[config.mk]
export PLATFORM = sky130hd
export DESIGN_NAME = at_data_frame_extractor_flat
export DESIGN_NICKNAME = d
export VERILOG_FILES = /design/src/hdl/adfe_pkg.sv /design/src/hdl/adfe_rx_if.sv /design/src/hdl/adfe_out_if.sv /design/src/hdl/adfe_ram.sv /design/src/hdl/at_data_frame_extractor.sv /design/src/flat_wrapper.sv
export SDC_FILE = /design/constraint.sdc
export NUM_CORES = 1
export LEC_CHECK = 0
export BUFFER_PORTS_ARGS = -buffer_cell sky130_fd_sc_hd__buf_2
export CORE_ASPECT_RATIO = 1.25
export CORE_MARGIN = 2
export CORE_UTILIZATION = 45
export CTS_BUF_LIST = sky130_fd_sc_hd__clkbuf_16
export DETAILED_ROUTE_END_ITERATION = 8
export GPL_TIMING_DRIVEN = 1
export HOLD_SLACK_MARGIN = 0.08
export MAX_ROUTING_LAYER = met4
export SLEW_MARGIN = 20
export SYNTH_ARGS = -nofsm -noshare
export SYNTH_HDL_FRONTEND = slang
export SYNTH_HIERARCHICAL = 1
export SYNTH_SLANG_ARGS = --single-unit
[constraint.sdc]
create_clock -name clk -period 23.1 [get_ports clk]
set_input_delay 6.93 -clock clk [delete_from_list [all_inputs] [get_ports clk]]
set_output_delay 6.93 -clock clk [all_outputs]
set_load 0.005 [all_outputs]
[src/hdl/adfe_pkg.sv]
`timescale 1ns / 1ps

package adfe_pkg;

  localparam int          BUF_DEPTH_DEF = 64;
  localparam int          MARK_LEN      = 5;
  localparam logic [6:0]  OUT_ROOM_RST  = 7'd64;
  localparam logic [15:0] LEN_MAX       = 16'hFFFF;

  localparam logic [7:0] CH_PLUS  = 8'h2B;
  localparam logic [7:0] CH_COLON = 8'h3A;
  localparam logic [7:0] CH_ZERO  = 8'h30;
  localparam logic [7:0] CH_NINE  = 8'h39;
  localparam logic [7:0] CH_NUL   = 8'h00;

  typedef enum logic [1:0] {
    S_IDLE,
    S_READ,
    S_CHECK
  } seq_state_t;

  typedef struct packed {
    logic [2:0]  progress;
    logic        marker_seen;
    logic [15:0] length;
    logic        digits_open;
    logic        colon_seen;
    logic        blind;
  } scan_t;

  localparam scan_t SCAN_RST = '{
    progress:    3'd0,
    marker_seen: 1'b0,
    length:      16'd0,
    digits_open: 1'b1,
    colon_seen:  1'b0,
    blind:       1'b0
  };

  function automatic logic [7:0] mark_char(input logic [2:0] idx);
    case (idx)
      3'd0:    mark_char = 8'h2B;
      3'd1:    mark_char = 8'h49;
      3'd2:    mark_char = 8'h50;
      3'd3:    mark_char = 8'h44;
      3'd4:    mark_char = 8'h2C;
      default: mark_char = 8'h2B;
    endcase
  endfunction

endpackage

[src/hdl/adfe_rx_if.sv]
`timescale 1ns / 1ps

interface adfe_rx_if;
  logic       valid;
  logic       ready;
  logic [7:0] rx_byte;

  modport source(output valid, output rx_byte, input ready);
  modport sink(input valid, input rx_byte, output ready);
endinterface

[src/hdl/adfe_out_if.sv]
`timescale 1ns / 1ps

interface adfe_out_if;
  logic        valid;
  logic        ready;
  logic [7:0]  payload_byte;
  logic        has_data;
  logic        last;
  logic [15:0] declared_length;

  modport source(output valid, output payload_byte, output has_data, output last,
                 output declared_length, input ready);
  modport sink(input valid, input payload_byte, input has_data, input last,
               input declared_length, output ready);
endinterface

[src/hdl/adfe_ram.sv]
`timescale 1ns / 1ps

module adfe_ram #(
  parameter int WIDTH = 8,
  parameter int DEPTH = 64
) (
  input  logic                     clk,
  input  logic                     we,
  input  logic [$clog2(DEPTH)-1:0] waddr,
  input  logic [WIDTH-1:0]         wdata,
  input  logic                     re,
  input  logic [$clog2(DEPTH)-1:0] raddr,
  output logic [WIDTH-1:0]         rdata
);

  logic [WIDTH-1:0] mem [DEPTH];

  always_ff @(posedge clk) begin
    if (we) begin
      mem[waddr] <= wdata;
    end
    if (re) begin
      rdata <= mem[raddr];
    end
  end

endmodule

[src/hdl/at_data_frame_extractor.sv]
`timescale 1ns / 1ps
// Channel   Dir  Beat payload
// rx        in   rx_byte
// res       out  payload_byte, has_data, last, declared_length
// cfg       in   cfg_data (out_room), written when cfg_we is high
//
// A received byte is written to the line memory; if the memory is full, the
// line is dropped and parsing restarts. When a message completes, the memory
// is walked from the byte after the colon through the single read port with
// its registered output. No byte is accepted during the walk; a stalled result
// stage holds the walk. Synchronous reset clears the parse state.

module at_data_frame_extractor
  import adfe_pkg::*;
#(
  parameter int BUF_DEPTH = BUF_DEPTH_DEF
) (
  input  logic              clk,
  input  logic              rst,
  adfe_rx_if.sink           rx,
  adfe_out_if.source        res,
  input  logic              cfg_we,
  input  logic [6:0]        cfg_data
);

  localparam int            CW   = $clog2(BUF_DEPTH);
  localparam logic [CW-1:0] FULL = CW'(BUF_DEPTH - 1);

  seq_state_t    state, state_next;
  logic [6:0]    out_room;
  logic [CW-1:0] fill;
  scan_t         scan, scan_next;
  logic [CW-1:0] colon_idx;
  logic [CW-1:0] idx;
  logic [6:0]    cnt;
  logic          pend_valid;
  logic [7:0]    pend_byte;

  logic          out_valid;
  logic [7:0]    out_byte;
  logic          out_has;
  logic          out_last;
  logic [15:0]   out_len;

  logic          rx_fire;
  logic          ram_we;
  logic          ram_re;
  logic [7:0]    rd_data;
  logic          colon_hit;
  logic          done;
  logic [CW-1:0] colon_pos;
  logic [CW-1:0] received;
  logic [19:0]   len_mul;
  logic [6:0]    room;
  logic          slot_free;
  logic          end_walk;
  logic          emit;
  logic [7:0]    emit_byte;
  logic          emit_has;
  logic          emit_last;
  logic          take;
  logic          finish;

  assign rx_fire   = rx.valid && rx.ready;
  assign room      = (out_room == 7'd0) ? 7'd0 : out_room - 7'd1;
  assign slot_free = !out_valid || res.ready;

  assign res.valid           = out_valid;
  assign res.payload_byte    = out_byte;
  assign res.has_data        = out_has;
  assign res.last            = out_last;
  assign res.declared_length = out_len;

  adfe_ram #(
    .WIDTH(8),
    .DEPTH(BUF_DEPTH)
  ) u_line_ram (
    .clk  (clk),
    .we   (ram_we),
    .waddr(fill),
    .wdata(rx.rx_byte),
    .re   (ram_re),
    .raddr(idx),
    .rdata(rd_data)
  );

  always_comb begin
    scan_next = scan;
    colon_hit = 1'b0;
    len_mul   = ({4'd0, scan.length} << 3) + ({4'd0, scan.length} << 1)
              + 20'(rx.rx_byte - CH_ZERO);
    if (!scan.blind && !scan.colon_seen) begin
      if (!scan.marker_seen) begin
        if (rx.rx_byte == CH_NUL) begin
          scan_next.blind    = 1'b1;
          scan_next.progress = 3'd0;
        end else if (rx.rx_byte == mark_char(scan.progress)) begin
          if (scan.progress == 3'(MARK_LEN - 1)) begin
            scan_next.marker_seen = 1'b1;
            scan_next.progress    = 3'd0;
            scan_next.length      = 16'd0;
            scan_next.digits_open = 1'b1;
          end else begin
            scan_next.progress = scan.progress + 3'd1;
          end
        end else begin
          scan_next.progress = (rx.rx_byte == CH_PLUS) ? 3'd1 : 3'd0;
        end
      end else if (rx.rx_byte == CH_NUL) begin
        scan_next.blind       = 1'b1;
        scan_next.digits_open = 1'b0;
      end else if (scan.digits_open && rx.rx_byte >= CH_ZERO && rx.rx_byte <= CH_NINE) begin
        scan_next.length = (len_mul > {4'd0, LEN_MAX}) ? LEN_MAX : len_mul[15:0];
      end else begin
        scan_next.digits_open = 1'b0;
        if (rx.rx_byte == CH_COLON) begin
          scan_next.colon_seen = 1'b1;
          colon_hit            = 1'b1;
        end
      end
    end
    colon_pos = colon_hit ? fill : colon_idx;
    received  = fill - colon_pos;
    done      = scan_next.colon_seen && (16'(received) >= scan_next.length);
  end

  always_comb begin
    state_next = state;
    rx.ready   = (state == S_IDLE);
    ram_we     = 1'b0;
    ram_re     = 1'b0;
    end_walk   = (idx >= fill) || (cnt >= room) || (rd_data == CH_NUL);
    emit       = 1'b0;
    emit_byte  = pend_byte;
    emit_has   = 1'b1;
    emit_last  = 1'b0;
    take       = 1'b0;
    finish     = 1'b0;
    case (state)
      S_IDLE: begin
        if (rx_fire && fill != FULL) begin
          ram_we = 1'b1;
          if (done) begin
            state_next = S_READ;
          end
        end
      end
      S_READ: begin
        ram_re     = 1'b1;
        state_next = S_CHECK;
      end
      S_CHECK: begin
        if (end_walk) begin
          if (slot_free) begin
            emit       = 1'b1;
            emit_byte  = pend_valid ? pend_byte : 8'd0;
            emit_has   = pend_valid;
            emit_last  = 1'b1;
            finish     = 1'b1;
            state_next = S_IDLE;
          end
        end else if (!pend_valid) begin
          take       = 1'b1;
          state_next = S_READ;
        end else if (slot_free) begin
          emit       = 1'b1;
          take       = 1'b1;
          state_next = S_READ;
        end
      end
      default: begin
        state_next = S_IDLE;
      end
    endcase
  end

  always_ff @(posedge clk) begin
    if (rst) begin
      state <= S_IDLE;
    end else begin
      state <= state_next;
    end
  end

  always_ff @(posedge clk) begin
    if (rst) begin
      out_room   <= OUT_ROOM_RST;
      fill       <= '0;
      scan       <= SCAN_RST;
      colon_idx  <= '0;
      pend_valid <= 1'b0;
      out_valid  <= 1'b0;
      idx        <= '0;
      cnt        <= 7'd0;
    end else begin
      if (cfg_we) begin
        out_room <= cfg_data;
      end
      if (emit) begin
        out_valid <= 1'b1;
        out_byte  <= emit_byte;
        out_has   <= emit_has;
        out_last  <= emit_last;
        out_len   <= scan.length;
      end else if (res.valid && res.ready) begin
        out_valid <= 1'b0;
      end
      if (rx_fire) begin
        if (fill == FULL) begin
          fill      <= '0;
          scan      <= SCAN_RST;
          colon_idx <= '0;
        end else begin
          fill      <= fill + CW'(1);
          scan      <= scan_next;
          colon_idx <= colon_pos;
          if (done) begin
            idx        <= colon_pos + CW'(1);
            cnt        <= 7'd0;
            pend_valid <= 1'b0;
          end
        end
      end
      if (take) begin
        pend_byte  <= rd_data;
        pend_valid <= 1'b1;
        cnt        <= cnt + 7'd1;
        idx        <= idx + CW'(1);
      end
      if (finish) begin
        fill       <= '0;
        scan       <= SCAN_RST;
        colon_idx  <= '0;
        pend_valid <= 1'b0;
      end
    end
  end

endmodule
[src/flat_wrapper.sv]
// flat-port wrapper written by rule: the top's interface ports become plain ports
module at_data_frame_extractor_flat import adfe_pkg::*;
#(
  parameter int BUF_DEPTH = BUF_DEPTH_DEF
)
  (clk, rst, cfg_we, cfg_data, rx_valid, rx_rx_byte, rx_ready, res_valid, res_payload_byte, res_has_data, res_last, res_declared_length, res_ready);
  adfe_rx_if rx_i ();
  adfe_out_if res_i ();
  input  logic clk;
  input  logic rst;
  input  logic cfg_we;
  input  logic [6:0] cfg_data;
  input wire logic [$bits(rx_i.valid)-1:0] rx_valid;
  input wire logic [$bits(rx_i.rx_byte)-1:0] rx_rx_byte;
  output wire logic [$bits(rx_i.ready)-1:0] rx_ready;
  output wire logic [$bits(res_i.valid)-1:0] res_valid;
  output wire logic [$bits(res_i.payload_byte)-1:0] res_payload_byte;
  output wire logic [$bits(res_i.has_data)-1:0] res_has_data;
  output wire logic [$bits(res_i.last)-1:0] res_last;
  output wire logic [$bits(res_i.declared_length)-1:0] res_declared_length;
  input wire logic [$bits(res_i.ready)-1:0] res_ready;
  assign rx_i.valid = rx_valid;
  assign rx_i.rx_byte = rx_rx_byte;
  assign rx_ready = rx_i.ready;
  assign res_valid = res_i.valid;
  assign res_payload_byte = res_i.payload_byte;
  assign res_has_data = res_i.has_data;
  assign res_last = res_i.last;
  assign res_declared_length = res_i.declared_length;
  assign res_i.ready = res_ready;
  at_data_frame_extractor #(.BUF_DEPTH(BUF_DEPTH)) u_core (.clk(clk), .rst(rst), .rx(rx_i), .res(res_i), .cfg_we(cfg_we), .cfg_data(cfg_data));
endmodule
==> results by stage <==
Outcome:
- The flow ran to the end, and the final reports show no timing, DRC or antenna violations.

Setup path:
- Of all nets on the critical path, the largest fanout is 69.
- For the worst setup path, the data arrival time is 14.04 ns.
- The timing startpoint of the critical path is rx_rx_byte[4].
- STA classifies the critical path endpoint as a flop.
- The kind of start point of the critical path is an input pin.
- In this run the critical register-to-register path is launched from u_core/scan[6].
- STA puts the critical path data required time at 23.65 ns.
- The kind of critical path is input pin to flop.
- The internal reg-to-reg setup slack is 16.93 ns.

Finish:
- After routing the design area is 0.02980 mm2.
- From synthesis to final layout, the design area changed by 10.83%.
- Leaving out fill and tap cells, the most frequent cells in the layout are sky130_fd_sc_hd__edfxtp_1 (554), sky130_fd_sc_hd__nor2_1 (167), sky130_fd_sc_hd__mux4_2 (126).
- The proportion of layout cells with a drive suffix above 1 is 18.22%.
- The post-layout net count is 1838.
- The layout has 4896 filler cells.
- The most common cell after layout, fill and taps aside is sky130_fd_sc_hd__edfxtp_1.

Clock tree:
- CTS built an H-tree with a depth of 2.
- In this run the deepest clock path goes through 3 buffers.
- The count of hold-fix buffers inserted at cts is 0.
- Clock tree synthesis inserted a total of 58 buffers.
- In this run the post-CTS setup repair buffer count came out at 0.
- The TritonCTS clock tree is built.
- The later pin in the worst-skew pair is clocked with a latency of 0.64 ns.
- The buffer cell driving the clock tree root is sky130_fd_sc_hd__clkbuf_16.
- The count of cells resized by post-cts repair is 0.
- The clock sink total is 613.
- The clock slew at the register clock pins of the worst setup and hold paths is 0.07 ns.

Placement:
- The number of port buffers is 47.
- At the end of routability-driven placement, the weighted congestion stood at 0.8695.
- The final HPWL from detailed placement is 41.56 mm.
- The placed instances occupy a cell area of 0.02786 mm2.

STA:
- At the pin with the least slew margin, the transition time is 1.141 ns.
- The final setup violation count is 0.
- The final critical-path share of the clock period is 58.40%.
- The final number of hold-violating endpoints is 0.
- The setup TNS is 0 ns.
- Setup repair after global routing left no endpoint under its margin.
- The routed design could run at a clock period as short as 13.49 ns.
- Derived from the worst setup path, the maximum achievable clock frequency is 74.13 MHz.
- Clock skew on the completed layout was measured at 0.03147 ns.
- The worst pin sits at a relative slew slack of 23.67%.
- The max-slew violation total from the final report is 0.

Die:
- The die covers 0.06174 mm2.
- The number of placement rows is 100.
- For this configuration, the core starts out at a cell density of 45.34%.
- The die width is 222.6 um.
- The floorplan die height is 277.3 um.
- In this run the count of I/O pins placed on the die edge is 48.
- The core area is 0.05931 mm2.

Synthesis:
- The distinct cell type count after synthesis is 80.
- The dominant synthesized flop cell is sky130_fd_sc_hd__edfxtp_1.
- Yosys mapped a number of flops with a built-in enable equal to 554.
- The synthesis-stage register bit count is 613.
- The Yosys step of the flow raised 6 warnings.
- The share of synthesized flip-flops with an asynchronous set or reset is 0%.
- Dividing the synthesized area by the synthesized cell count gives 15.85 um2.
- After technology mapping, the gate count stands at 1696.
- Counting every net in the synthesized netlist gives 1789.
- Yosys attributes the largest share of cell area to sky130_fd_sc_hd__edfxtp_1 (62%), sky130_fd_sc_hd__mux4_2 (11%), sky130_fd_sc_hd__dfxtp_1 (4.4%).
- The fraction of synthesized cell area taken by the top area cell type is 61.87%.
- The cell area that synthesis handed to floorplanning was 0.02689 mm2.
- The synthesized design spends more area on one cell type than any other, namely sky130_fd_sc_hd__edfxtp_1.
- For this run, the register share of the synthesized area comes to 66.26%.

Global routing:
- The number of global-route vias before repair came to 15540.
- Global routing used 21.51% of the available tracks across all layers.
- The number of antenna violations at the first check in global routing is 3.
- After global routing the overflow that remains totals 0.
- The first global-routing pass estimated 96.66 mm of wire.
- Entering global routing, the biggest net connects 71 pins.

Route:
- Dividing the detail-routed wire length by the instance count gives 25.14 um.
- The DRC violation count after routing is 0.
- The routed wire length is 64.39 mm.
- Summing over every cut layer, the via total after detailed routing is 15300.
- The number of detailed-routing iterations run before antenna repair is 5.
- The initial detailed-routing violation count is 1443.
- The remaining antenna violation count after routing is 0.
- The detailed-route vias per instance is 5.976.

Min path:
- The class of the most critical hold timing path is flop to flop.
- The worst min-delay path startpoint is u_core/u_line_ram/rdata[0].

Pwr:
- Summed over all cells, the static leakage comes to 9.518 nW.
- Across the VDD grid, the largest voltage drop is 0.06014 mV.
- Of the total power, the share spent switching nets is 20.80%.
- The switching power summed over all nets is 0.4652 mW.
- The part of the total power dissipated in the clock network is 43.0%.
- Dividing total power by cell area gives a power density of 75.05 mW/mm2.
- The combinational fraction of design power is 2.8%.
- The internal power of the cells totals 1.771 mW.
- The part of the power in registers is 54.2%.

Job:
- Across the run, the number of max-cap violations was 0.
## stage by stage
stage	cells	hold WS, ns	power, mW	utilization (%)	setup WS, ns
2_1_floorplan	1696	0.4268	1.266	-	10.43
3_3_place_gp	2450	0.4390	1.297	46.97	9.165
3_5_place_dp	2450	0.4498	1.299	46.98	8.986
4_1_cts	2560	0.4564	2.256	50.24	9.626
5_1_grt	2561	0.4644	2.306	50.25	9.168
6_report	2561	0.4550	2.237	50.25	9.610
## flip-flops by register name, summed over array words and instances (netlist names)
| signal | flops |
|---|---|
| u_core/pend_byte | 8 |
| u_core/cnt | 7 |
| u_core/u_line_ram/rdata | 8 |
| u_core/scan | 23 |
| u_core/u_line_ram/mem | 512 |
| u_core/res.has_data | 1 |
| u_core/out_room | 7 |
| u_core/colon_idx | 6 |
| u_core/res.last | 1 |
| u_core/res.payload_byte | 8 |
| u_core/state | 2 |
| u_core/pend_valid | 1 |
| u_core/fill | 6 |
| u_core/res.declared_length | 16 |
| u_core/idx | 6 |
| u_core/res.valid | 1 |
## power groups by stage
stage	clock (mW)	sequential, mW	combinational, mW
4_1_cts	0.981	1.21	0.0636
3_5_place_dp	0	1.24	0.0633
2_1_floorplan	0	1.23	0.0311
5_1_grt	1.03	1.21	0.0694
3_3_place_gp	0	1.24	0.0618
6_report	0.962	1.21	0.0630
## worst max-delay path, cell delays in order
cell and delay, ns:
sky130_fd_sc_hd__buf_2 0.10, sky130_fd_sc_hd__buf_4 0.30, sky130_fd_sc_hd__ha_1 0.39, sky130_fd_sc_hd__or3_1 0.48, sky130_fd_sc_hd__inv_1 0.39, sky130_fd_sc_hd__fa_1 0.51
sky130_fd_sc_hd__ha_1 0.37, sky130_fd_sc_hd__a21oi_1 0.34, sky130_fd_sc_hd__o211ai_1 0.19, sky130_fd_sc_hd__a2111oi_0 0.47, sky130_fd_sc_hd__a31oi_1 0.08, sky130_fd_sc_hd__a31o_2 0.24
sky130_fd_sc_hd__or3_1 0.57, sky130_fd_sc_hd__nor2_1 0.17, sky130_fd_sc_hd__a21oi_1 0.10, sky130_fd_sc_hd__ha_1 0.28, sky130_fd_sc_hd__nand2b_1 0.10, sky130_fd_sc_hd__a21o_1 0.12
sky130_fd_sc_hd__a21o_1 0.11, sky130_fd_sc_hd__a21o_1 0.11, sky130_fd_sc_hd__a211oi_1 0.06, sky130_fd_sc_hd__nor3_1 0.31, sky130_fd_sc_hd__nand4_2 0.16, sky130_fd_sc_hd__nor4b_4 0.35
sky130_fd_sc_hd__a21oi_2 0.17, sky130_fd_sc_hd__a211o_1 0.32, sky130_fd_sc_hd__a221oi_2 0.26
## cells by family (layout without fill, tap and decap cells)
logic type | after synthesis | in the layout | synth area share, %
and+or+nand+nor | 412 | 412 | 7.371
buffers and inverters | 129 | 228 | 2.285
muxes | 173 | 173 | 12.36
adders and majority gates | 73 | 73 | 3.844
AOI/OAI and AO/OA | 265 | 265 | 6.864
DFF | 613 | 613 | 66.26
other | 0 | 1 | 0
xor gates and xnor gates | 31 | 31 | 1.010
## synth_stat cells, drive strengths merged (6+ instances only)
cell type and number:
edfxtp 554, nor2 168, mux4 126, nand2 72, a21oi 67, dfxtp 59
ha 57, clkbuf 47, inv 43, buf 39, mux2i 34, nand3 31
nor3 29, o21ai 29, nor2b 27, a31oi 20, a211oi 18, a21o 17
nand2b 17, fa 16, xnor2 16, xor2 15, nor4 14, mux2 13
a22oi 11, nand4 10, o221ai 10, or3 10, o22ai 9, a221oi 8
a2bb2oi 7, o211ai 7, and2 6, and3 6, o21a 6, o41ai 6
## final cells by class
type                            count  area [um2]  share of cell area, %
Inverter                           43       161.4                 0.5416
Clock inverter                     51       456.7                  1.533
Tap cell                          765       957.2                  3.212
Timing Repair Buffer               75       445.4                  1.495
Multi-Input combinational cell    954        8471                  28.43
Sequential cell                   613       17830                  59.83
Antenna cell                        1       2.502               0.008397
Clock buffer                       59        1476                  4.954
## final timing paths
check / to / depth (start not counted)
max: u_core/idx[4] / 27
min: u_core/pend_byte[0] / 0
max reg2reg: u_core/idx[4] / 24
min reg2reg: u_core/pend_byte[0] / 0
## per-layer routing
metal  share of wire, %  up-vias  track usage (%)
li1                   -     6818                -
met1                 40     7841            26.36
met2                 51      512            36.72
met3                4.9      133            2.945
met4                3.6        0            7.537
met5                  0        -                -
No activity file was read; power rests on OpenSTA's default activity.
